`config.mk`:
```
export PLATFORM = sky130hd
export DESIGN_NAME = hds_window
export DESIGN_NICKNAME = d
export VERILOG_FILES = /design/src/rtl/hds_pkg.sv /design/src/rtl/hds_window.sv
export SDC_FILE = /design/constraint.sdc
export NUM_CORES = 1
export LEC_CHECK = 0
export BUFFER_PORTS_ARGS = -buffer_cell sky130_fd_sc_hd__buf_2
export CAP_MARGIN = 15
export CORE_MARGIN = 2
export CORE_UTILIZATION = 56
export CTS_CLUSTER_DIAMETER = 80
export DETAILED_ROUTE_END_ITERATION = 8
export GPL_TIMING_DRIVEN = 0
export HOLD_SLACK_MARGIN = 0.03
export PLACE_DENSITY = 0.91
export SETUP_SLACK_MARGIN = 0.05
export SYNTH_ARGS = -nofsm -noshare
export SYNTH_HDL_FRONTEND = slang
export SYNTH_SLANG_ARGS = --single-unit
export TNS_END_PERCENT = 10
```
`constraint.sdc`:
```
create_clock -name clk -period 3.8 [get_ports clk]
set_clock_uncertainty 0.05 [all_clocks]
set_input_delay 0.38 -clock clk [delete_from_list [all_inputs] [get_ports clk]]
set_output_delay 0.38 -clock clk [all_outputs]
set_load 0.01 [all_outputs]
```
`src/rtl/hds_pkg.sv`:
```
// Shared types and constants for the five-point heat diffusion stencil.
// Self-contained: no dependencies. Used by every module under rtl/.
`timescale 1ns / 1ps
`default_nettype none

package hds_pkg;

  // Grid limits (line buffer depth and row count).
  localparam int MAX_COLS = 64;
  localparam int MAX_ROWS = 64;

  localparam int COL_W  = $clog2(MAX_COLS);  // line buffer address
  localparam int ROW_W  = $clog2(MAX_ROWS);  // row counter
  localparam int DIM_W  = 7;                 // grid size registers
  localparam int IDX_W  = 6;                 // cell_row / cell_col fields
  localparam int TEMP_W = 32;                // Q16.16 temperature
  localparam int COEF_W = 16;                // Q0.16 coefficient
  localparam int DIFF_W = TEMP_W + 2;        // up - 2*centre + down
  localparam int PROD_W = DIFF_W + COEF_W + 1;
  localparam int TERM_W = PROD_W - COEF_W;   // product after >>> 16
  localparam int SUM_W  = TERM_W + 1;
  localparam int CFG_W  = 16;
  localparam int CFG_IDX_W = 2;

  localparam logic [DIM_W-1:0] DIM_MIN = DIM_W'(3);

  localparam logic [DIM_W-1:0] RESET_COLS = DIM_W'(50);
  localparam logic [DIM_W-1:0] RESET_ROWS = DIM_W'(50);
  localparam logic [COEF_W-1:0] RESET_COEF = COEF_W'(655);

  // Configuration register indexes.
  typedef enum logic [CFG_IDX_W-1:0] {
    REG_GRID_COLS = 2'd0,
    REG_GRID_ROWS = 2'd1,
    REG_COEF_X    = 2'd2,
    REG_COEF_Y    = 2'd3
  } reg_idx_t;

  typedef struct packed {
    logic signed [TEMP_W-1:0] temperature;
    logic                     first_of_frame;
  } cell_t;

  typedef struct packed {
    logic signed [TEMP_W-1:0] new_temperature;
    logic [IDX_W-1:0]         cell_row;
    logic [IDX_W-1:0]         cell_col;
    logic                     last_of_frame;
  } result_t;

  // Load strobes for the three pipeline registers.
  typedef struct packed {
    logic a_load;
    logic b_load;
    logic c_load;
  } pipe_ctrl_t;

  // Line buffer stage: item plus its column neighbours read from the stores.
  typedef struct packed {
    logic signed [TEMP_W-1:0] temperature;
    logic signed [TEMP_W-1:0] top;
    logic signed [TEMP_W-1:0] mid;
    logic [COL_W-1:0]         col;
    logic [IDX_W-1:0]         out_row;
    logic [IDX_W-1:0]         out_col;
    logic                     emit;
    logic                     last;
  } stage_a_t;

  // Window stage: second differences of the centre cell.
  typedef struct packed {
    logic signed [TEMP_W-1:0] centre;
    logic signed [DIFF_W-1:0] diff_x;
    logic signed [DIFF_W-1:0] diff_y;
    logic [IDX_W-1:0]         out_row;
    logic [IDX_W-1:0]         out_col;
    logic                     emit;
    logic                     last;
  } stage_b_t;

endpackage

`default_nettype wire

```
`src/rtl/hds_window.sv`:
```
// Neighbourhood window and second-difference stage of the stencil.
// Depends on hds_pkg; fed by hds_line_buf.
`timescale 1ns / 1ps
`default_nettype none

module hds_window
  import hds_pkg::*;
(
  input  wire logic     clk,
  input  wire pipe_ctrl_t ctrl,
  input  wire stage_a_t stage_a,
  output stage_b_t      stage_b
);

  // up: row r-2, centre/left: row r-1, down: row r; column c-1, left at c-2
  logic signed [TEMP_W-1:0] w_up, w_centre, w_left, w_down;
  logic signed [DIFF_W-1:0] twice_centre;

  assign twice_centre = DIFF_W'(w_centre) <<< 1;

  always_ff @(posedge clk) begin
    if (ctrl.b_load) begin
      stage_b.diff_x  <= DIFF_W'(w_up) - twice_centre + DIFF_W'(w_down);
      stage_b.diff_y  <= DIFF_W'(w_left) - twice_centre + DIFF_W'(stage_a.mid);
      stage_b.centre  <= w_centre;
      stage_b.out_row <= stage_a.out_row;
      stage_b.out_col <= stage_a.out_col;
      stage_b.emit    <= stage_a.emit;
      stage_b.last    <= stage_a.last;
      // advance the window by one column
      w_up     <= stage_a.top;
      w_left   <= w_centre;
      w_centre <= stage_a.mid;
      w_down   <= stage_a.temperature;
    end
  end

endmodule

`default_nettype wire

```
==> results of run 1 <==
[per-stage QoR]
stage,utilization (%),setup TNS (ns)
finish,72.5,0
global route,72.5,0
CTS,72.4,0
detailed placement,64.1,0
global placement,63.9,-78.69
floorplan,-,0
[critical path, delay by kind of cell]
kind,cells,cell delay (ns)
simple gates,2,0.44
buf+inv,4,0.75
fa+ha+maj,2,0.83
compound gates,6,1.43
[cell type report]
type | instances | area [µm²]
diodes | 3 | 7.51
repair buffers | 336 | 2260
flip-flops and latches | 210 | 6310
well taps | 275 | 344
multi-input cells | 507 | 4640
plain buffers | 2 | 8.76
fillers | 1362 | 5760
inverters | 262 | 983
clock buffers | 28 | 594
clock inverters | 10 | 51.3
[worst min path at each step]
stage,endpoint,slack [ns]
4_1_cts,w_centre[9],0.04
2_1_floorplan,stage_b[0],0.43
3_5_place_dp,w_left[8],0.48
6_report,stage_b[47],0.40
5_1_grt,w_left[30],0.43
3_3_place_gp,stage_b[48],0.46
[cell usage after synthesis, types with 5 or more instances]
| cell | n |
|---|---|
| o21ai_0 | 36 |
| nor2b_1 | 7 |
| nor3_1 | 9 |
| and3_1 | 5 |
| a21oi_2 | 5 |
| nand2b_1 | 6 |
| fa_1 | 64 |
| edfxtp_1 | 210 |
| o21a_1 | 9 |
| nand3_1 | 6 |
| xor2_1 | 22 |
| a21o_1 | 26 |
| nand4_1 | 6 |
| nand2_1 | 37 |
| inv_1 | 262 |
| xnor2_1 | 36 |
| ha_1 | 66 |
| nor2_1 | 36 |
| a31oi_1 | 6 |
| a21oi_1 | 54 |
[flip-flops by register name, summed over array words and instances (netlist names)]
signal / count
stage_b: 82
w_centre: 32
w_down: 32
w_left: 32
w_up: 32
[repair_timing]
item / CTS / global route
hold buffers: 109 / 1
setup buffers: 0 / 0
gates resized for setup: 0 / 1
endpoints found under the hold margin: 109 / 1
setup endpoints to repair: 0 / 2
[metal layers]
metal  share of wire (%)  routed length [µm]
met3                 6.7                2030
met2                  53               16000
met1                  35               10500
met5                   0                   0
met4                 5.2                1580
[cell families (layout without fill, tap and decap cells)]
| group | count (synthesis) | after routing | share of synthesized area [%] |
|---|---|---|---|
| flip-flops | 210 | 210 | 52.9 |
| adder cells (fa/ha/maj) | 130 | 130 | 17.7 |
| AND/OR/NAND/NOR | 135 | 135 | 5.86 |
| buffers and inverters | 264 | 638 | 8.32 |
| other | 0 | 3 | 0 |
| AO/OA/AOI/OAI | 184 | 184 | 11.0 |
| XOR/XNOR | 58 | 58 | 4.26 |
[power breakdown]
part,internal [mW],leakage [nW],switching (mW),total (mW)
combinational,1.29,4.70,1.76,3.05
clock,1.10,0.318,0.918,2.02
sequential,3.11,2.05,0.170,3.28
==> results.ini, run 1 <==
[worst_setup_path]
startpoint = stage_a[22]
endpoint = stage_b[42]
reg2reg_slack_ns = 0.20
cp_data_required_time_ns = 3.98
cp-end-kind = flop
path_max_fanout = 5
slowest_delay_ns = 0.54
r2r-end = stage_b[80]
worstPathArrival_ns = 3.84
critPathKind = in -> reg
r2r_cells = 11
path_cells = dlygate4sd3_1 -> buf_2 -> inv_1 -> fa_1 -> inv_1 -> ha_1 -> nor2b_1 -> o311ai_2 -> a31oi_2 -> nand3_1 -> a21oi_2 -> a21oi_2 -> o21ai_0 -> o211ai_1
start_kind = primary input
reg2reg_from = w_centre[1]
crit_slowest_cell = dlygate4sd3_1

[final_layout]
final_area_mm2 = 0.0152
fin_cells = 1633
final_cell_mix = 262 x inv_1, 225 x buf_2, 210 x edfxtp_1
final_common_cell = inv_1
nNetsFinal = 1592
drive_gt1_share_pct = 21.3
syn_to_final_growth_pct = 27.4

[yosys]
async_reset_ff_share_pct = 0
yosysTopAreaCellShare_pct = 52.9
yosysTopAreaCell = edfxtp_1
synth_ff_type = edfxtp_1
synth.distinct_cells = 71
synth_fp_nets = 1231
ys_warn_count = 0
synth-edff-count = 210
synth-seq-cells = 210
synthTopCellsByArea = edfxtp_1 53%, fa_1 11%, inv_1 8.2%
yosysSeqAreaShare_pct = 52.9
syn_inst = 981
syn_avg_cell_area_um2 = 12.2
syn_area_mm2 = 0.0119

[sta]
fin_ws_ns = 0.143
slew_viol_final = 0
worst_slew_pin_slew_ns = 0.854
holdWs_ns = 0.401
setup_viol = 0
fin_crit_ns = 3.66
rsz0062_at_grt = yes
finalHoldViolations = 0
max_freq_mhz = 273
finalCritPeriodShare_pct = 96.2
slew_headroom_pct = 43.0

[floorplanning]
pin_count = 234
core_area_mm2 = 0.0210
initial_core_util_pct = 56.9
rows = 53
die_w_um = 150
die_area_mm2 = 0.0225
die_y_um = 150

[cts]
cts.clk_slew.worst_paths_ns = 0.06
cts_max_path_buffers = 3
cts_tree = built
cts_htree_levels = 1
clkSinkCount = 210
clock_latency_ns = 0.52
clockRootBuffer = clkbuf_16
numCtsBuffers = 23

[global_routing]
grtUsageMet3_pct = 4.73
grt_overflow = 0
use_met1_pct = 30.2
grt_pass1_wl_mm = 45.7
antenna_found_initial = 1
track_usage_pct = 26.8
busiest_layer = met2
grt_pass1_vias = 9001
grt_start_max_net_pins = 112
grt_use_met2_pct = 48.9

[drt]
drt-total-wl_mm = 30.1
drtIter0Drc = 592
vias = 8799
firstDrtPassIters = 5
wire_per_inst_um = 18.4
drcViolationCount = 0
viasPerCell = 5.39
postRouteAntennaNets = 0

[power_and_ir_drop]
pwr_density_cell_mw_per_mm2 = 550
p_leak_nw = 7.07
p_total_mw = 8.35
vdd_drop_max_mv = 0.390

[placement]
dp.final_hpwl_mm = 19.8
dpl_cell_area_mm2 = 0.0134
dp_cells = 1482
dp_slack_ns = 0.228
place_congestion = 0.935
portBuffers = 225

[run]
maxCapViolCount = 0

[hold_path]
hold_class = in -> reg
hold_depth = 1
worstHoldStart = ctrl[1]

[status]
status = completed

Note: power is estimated with default switching activity, not from simulation.
==> inputs of run 2 (changes only) <==
Settings changed: PLACE_DENSITY 0.91 to unset, PLACE_DENSITY_LB_ADDON set to 0.15.
==> run 2 against run 1 <==
Compared with the run above: critical path depth stayed put; wire length is 13% lower; setup slack better by 0.024 ns; sequential share of layout area is 0.52 points lower; combinational power is 3% lower; sequential power hardly changed.
==> results.ini, run 2 (same netlist as run 1, synthesis figures left out) <==
[status]
status = completed

[power_and_ir_drop]
power_frac_comb_pct = 34.3  ; -2.2 points
p_sw_mw = 2.77  ; -2.7%
vdd_drop_max_mv = 0.429  ; +10%
p_leak_nw = 7.16  ; +1.3%
intPower_mw = 5.89  ; +7.0%
clockPowerShare_pct = 28.2  ; +4.0 points
pwr_density_cell_mw_per_mm2 = 563  ; +2.4%
p_seq_share_pct = 37.5  ; -1.8 points
switching_share_pct = 32.0  ; -2.1 points

[global_routing]
antenna_found_initial = 1  ; unchanged
grt_pass1_vias = 8323  ; -7.5%
grt_overflow = 0  ; unchanged
track_usage_pct = 23.4  ; -3.4 points
grt_start_max_net_pins = 107  ; -4.5%
grt_pass1_wl_mm = 40.6  ; -11%

[placement]
dp.final_hpwl_mm = 18.1  ; -8.9%
place_congestion = 0.858  ; -8.3%
dp_cells = 1482  ; unchanged
dp_slack_ns = 0.0906  ; -0.137 ns
portBuffers = 225  ; unchanged

[hold_path]
worstHoldStart = ctrl[1]
hold_class = in -> reg
whs_endpoint = stage_b[44]
hold_depth = 1  ; unchanged

[cts]
cts_htree_levels = 1  ; unchanged
numCtsBuffers = 24  ; +4.3%
clock_latency_ns = 0.53  ; about the same
clockRootBuffer = clkbuf_16
clkSinkCount = 210  ; unchanged
cts_tree = built
postCtsSetupRepairBufs = 0  ; unchanged
cts_max_path_buffers = 3  ; unchanged
cts.clk_slew.worst_paths_ns = 0.06  ; about the same

[sta]
fin_crit_ns = 3.63  ; -0.0237 ns
finalCritPeriodShare_pct = 95.6  ; -0.62 points
slew_headroom_pct = 45.1  ; +2.1 points
holdWs_ns = 0.321  ; -0.0796 ns
max_freq_mhz = 275  ; +0.65%
worst_slew_pin_slew_ns = 0.823  ; -0.0316 ns
setup_viol = 0  ; unchanged
finalHoldViolations = 0  ; unchanged
fin_ws_ns = 0.167  ; +0.0237 ns
rsz0062_at_grt = yes
slew_viol_final = 0  ; unchanged

[final_layout]
drive_gt1_share_pct = 21.8  ; +0.51 points
regMostFlops = stage_b
largest_reg_flops = 82  ; unchanged
syn_to_final_growth_pct = 29.0
final_cell_mix = 262 x inv_1, 225 x buf_2, 210 x edfxtp_1
nNetsFinal = 1593  ; +0.063%
final_common_cell = inv_1
fin_cells = 1636  ; +0.18%

[floorplanning]
die_area_mm2 = 0.0225  ; unchanged
initial_core_util_pct = 56.9  ; unchanged
rows = 53  ; unchanged
pin_count = 234  ; unchanged
die_y_um = 150  ; unchanged
die_w_um = 150  ; unchanged
core_area_mm2 = 0.0210  ; unchanged

[drt]
vias = 8247  ; -6.3%
wire_per_inst_um = 16.1  ; -13%
drtIter0Drc = 424  ; -28%
viasPerCell = 5.04  ; -6.4%
firstDrtPassIters = 5  ; unchanged
drt-total-wl_mm = 26.3  ; -13%
drcViolationCount = 0  ; unchanged
postRouteAntennaNets = 0  ; unchanged

[worst_setup_path]
path_max_fanout = 4  ; -1
slowest_delay_ns = 0.54  ; about the same
worstPathArrival_ns = 3.85  ; about the same
start_kind = primary input
cp-end-kind = flop
crit_path_frequent_cell = inv_1
startpoint = stage_a[23]
r2r-end = stage_b[33]
cp_data_required_time_ns = 4.02  ; +0.04 ns
reg2reg_from = w_centre[2]
critPathKind = in -> reg
path_cells = dlygate4sd3_1 -> buf_2 -> inv_1 -> fa_1 -> inv_1 -> ha_1 -> o21a_1 -> o2bb2ai_2 -> nor2_1 -> nor4_1 -> o31ai_1 -> a31oi_1 -> o21ai_1 -> xor2_1
reg2reg_slack_ns = 0.27  ; +0.07 ns
crit_slowest_cell = dlygate4sd3_1
r2r_cells = 11  ; unchanged

[run]
maxCapViolCount = 0  ; unchanged

==> run 2: changes by cell type in the layout (fill, tap and decap cells not counted), moves of 2 or more <==
cell and delta:
bufinv_16 +5, clkbuf_1 -2, diode_2 -2, a21oi_2 -2
a21oi_4 +2
==> run 2: repair_timing <==
item | in CTS | in global routing
setup endpoints to repair | 0 | 6
resized for setup | 0 | 4
hold buffers | 110 | 0
endpoints found under the hold margin | 110 | 0
==> run 2: per-stage QoR <==
step                      TNS, ns  util [%]  instance area, µm²  power [mW]
final                           0      73.4               15400        8.66
after floorplan                 0         -               11900        5.25
after CTS                       0      73.3               15400        8.68
after detailed placement        0      64.1               13400        6.14
after global routing            0      73.4               15400        9.15
after global placement     -93.88      63.9               13400        6.09
==> run 2: worst max path at each step <==
stage | endpoint | slack, ns | depth (start not counted)
after global placement | stage_b[17] | -0.46 | 1
after detailed placement | stage_b[42] | 0.09 | 13
after CTS | stage_b[42] | 0.11 | 14
after global routing | stage_b[80] | 0.03 | 11
final | stage_b[33] | 0.17 | 14
after floorplan | stage_b[78] | 0.73 | 12
==> run 2: layout make-up <==
cell class | instances | area, µm²
fillers | 1438 | 5570
inverters | 262 | 983
repair buffers | 336 | 2260
clock inverters | 16 | 218
multi-input cells | 507 | 4650
clock buffers | 27 | 612
flip-flops and latches | 210 | 6310
diodes | 1 | 2.50
well taps | 275 | 344
plain buffers | 2 | 8.76
==> run 2: critical path: cells and delay by family <==
kind	cells	cell delay (ns)
simple gates	2	0.54
xor+xnor	1	0.15
fa+ha+maj	2	0.84
compound gates	5	1.18
buf+inv	4	0.75
==> run 2: metal layers <==
| metal | GRT usage, % | wire length (µm) | vias to the layer above |
|---|---|---|---|
| met2 | 42.2 | 13500 | 254 |
| met1 | 28.1 | 10600 | 3916 |
| met3 | 3.54 | 1270 | 67 |
| li1 | - | - | 4010 |
| met4 | 9.10 | 1060 | 0 |
| met5 | 0 | 0 | - |
==> run 2: power groups by stage <==
stage | Combinational (mW) | Sequential, mW | Clock [mW]
after global routing | 3.30 | 3.28 | 2.57
after global placement | 2.79 | 3.29 | 0
final | 2.97 | 3.25 | 2.45
after CTS | 2.96 | 3.25 | 2.48
after floorplan | 1.81 | 3.44 | 0
after detailed placement | 2.85 | 3.29 | 0
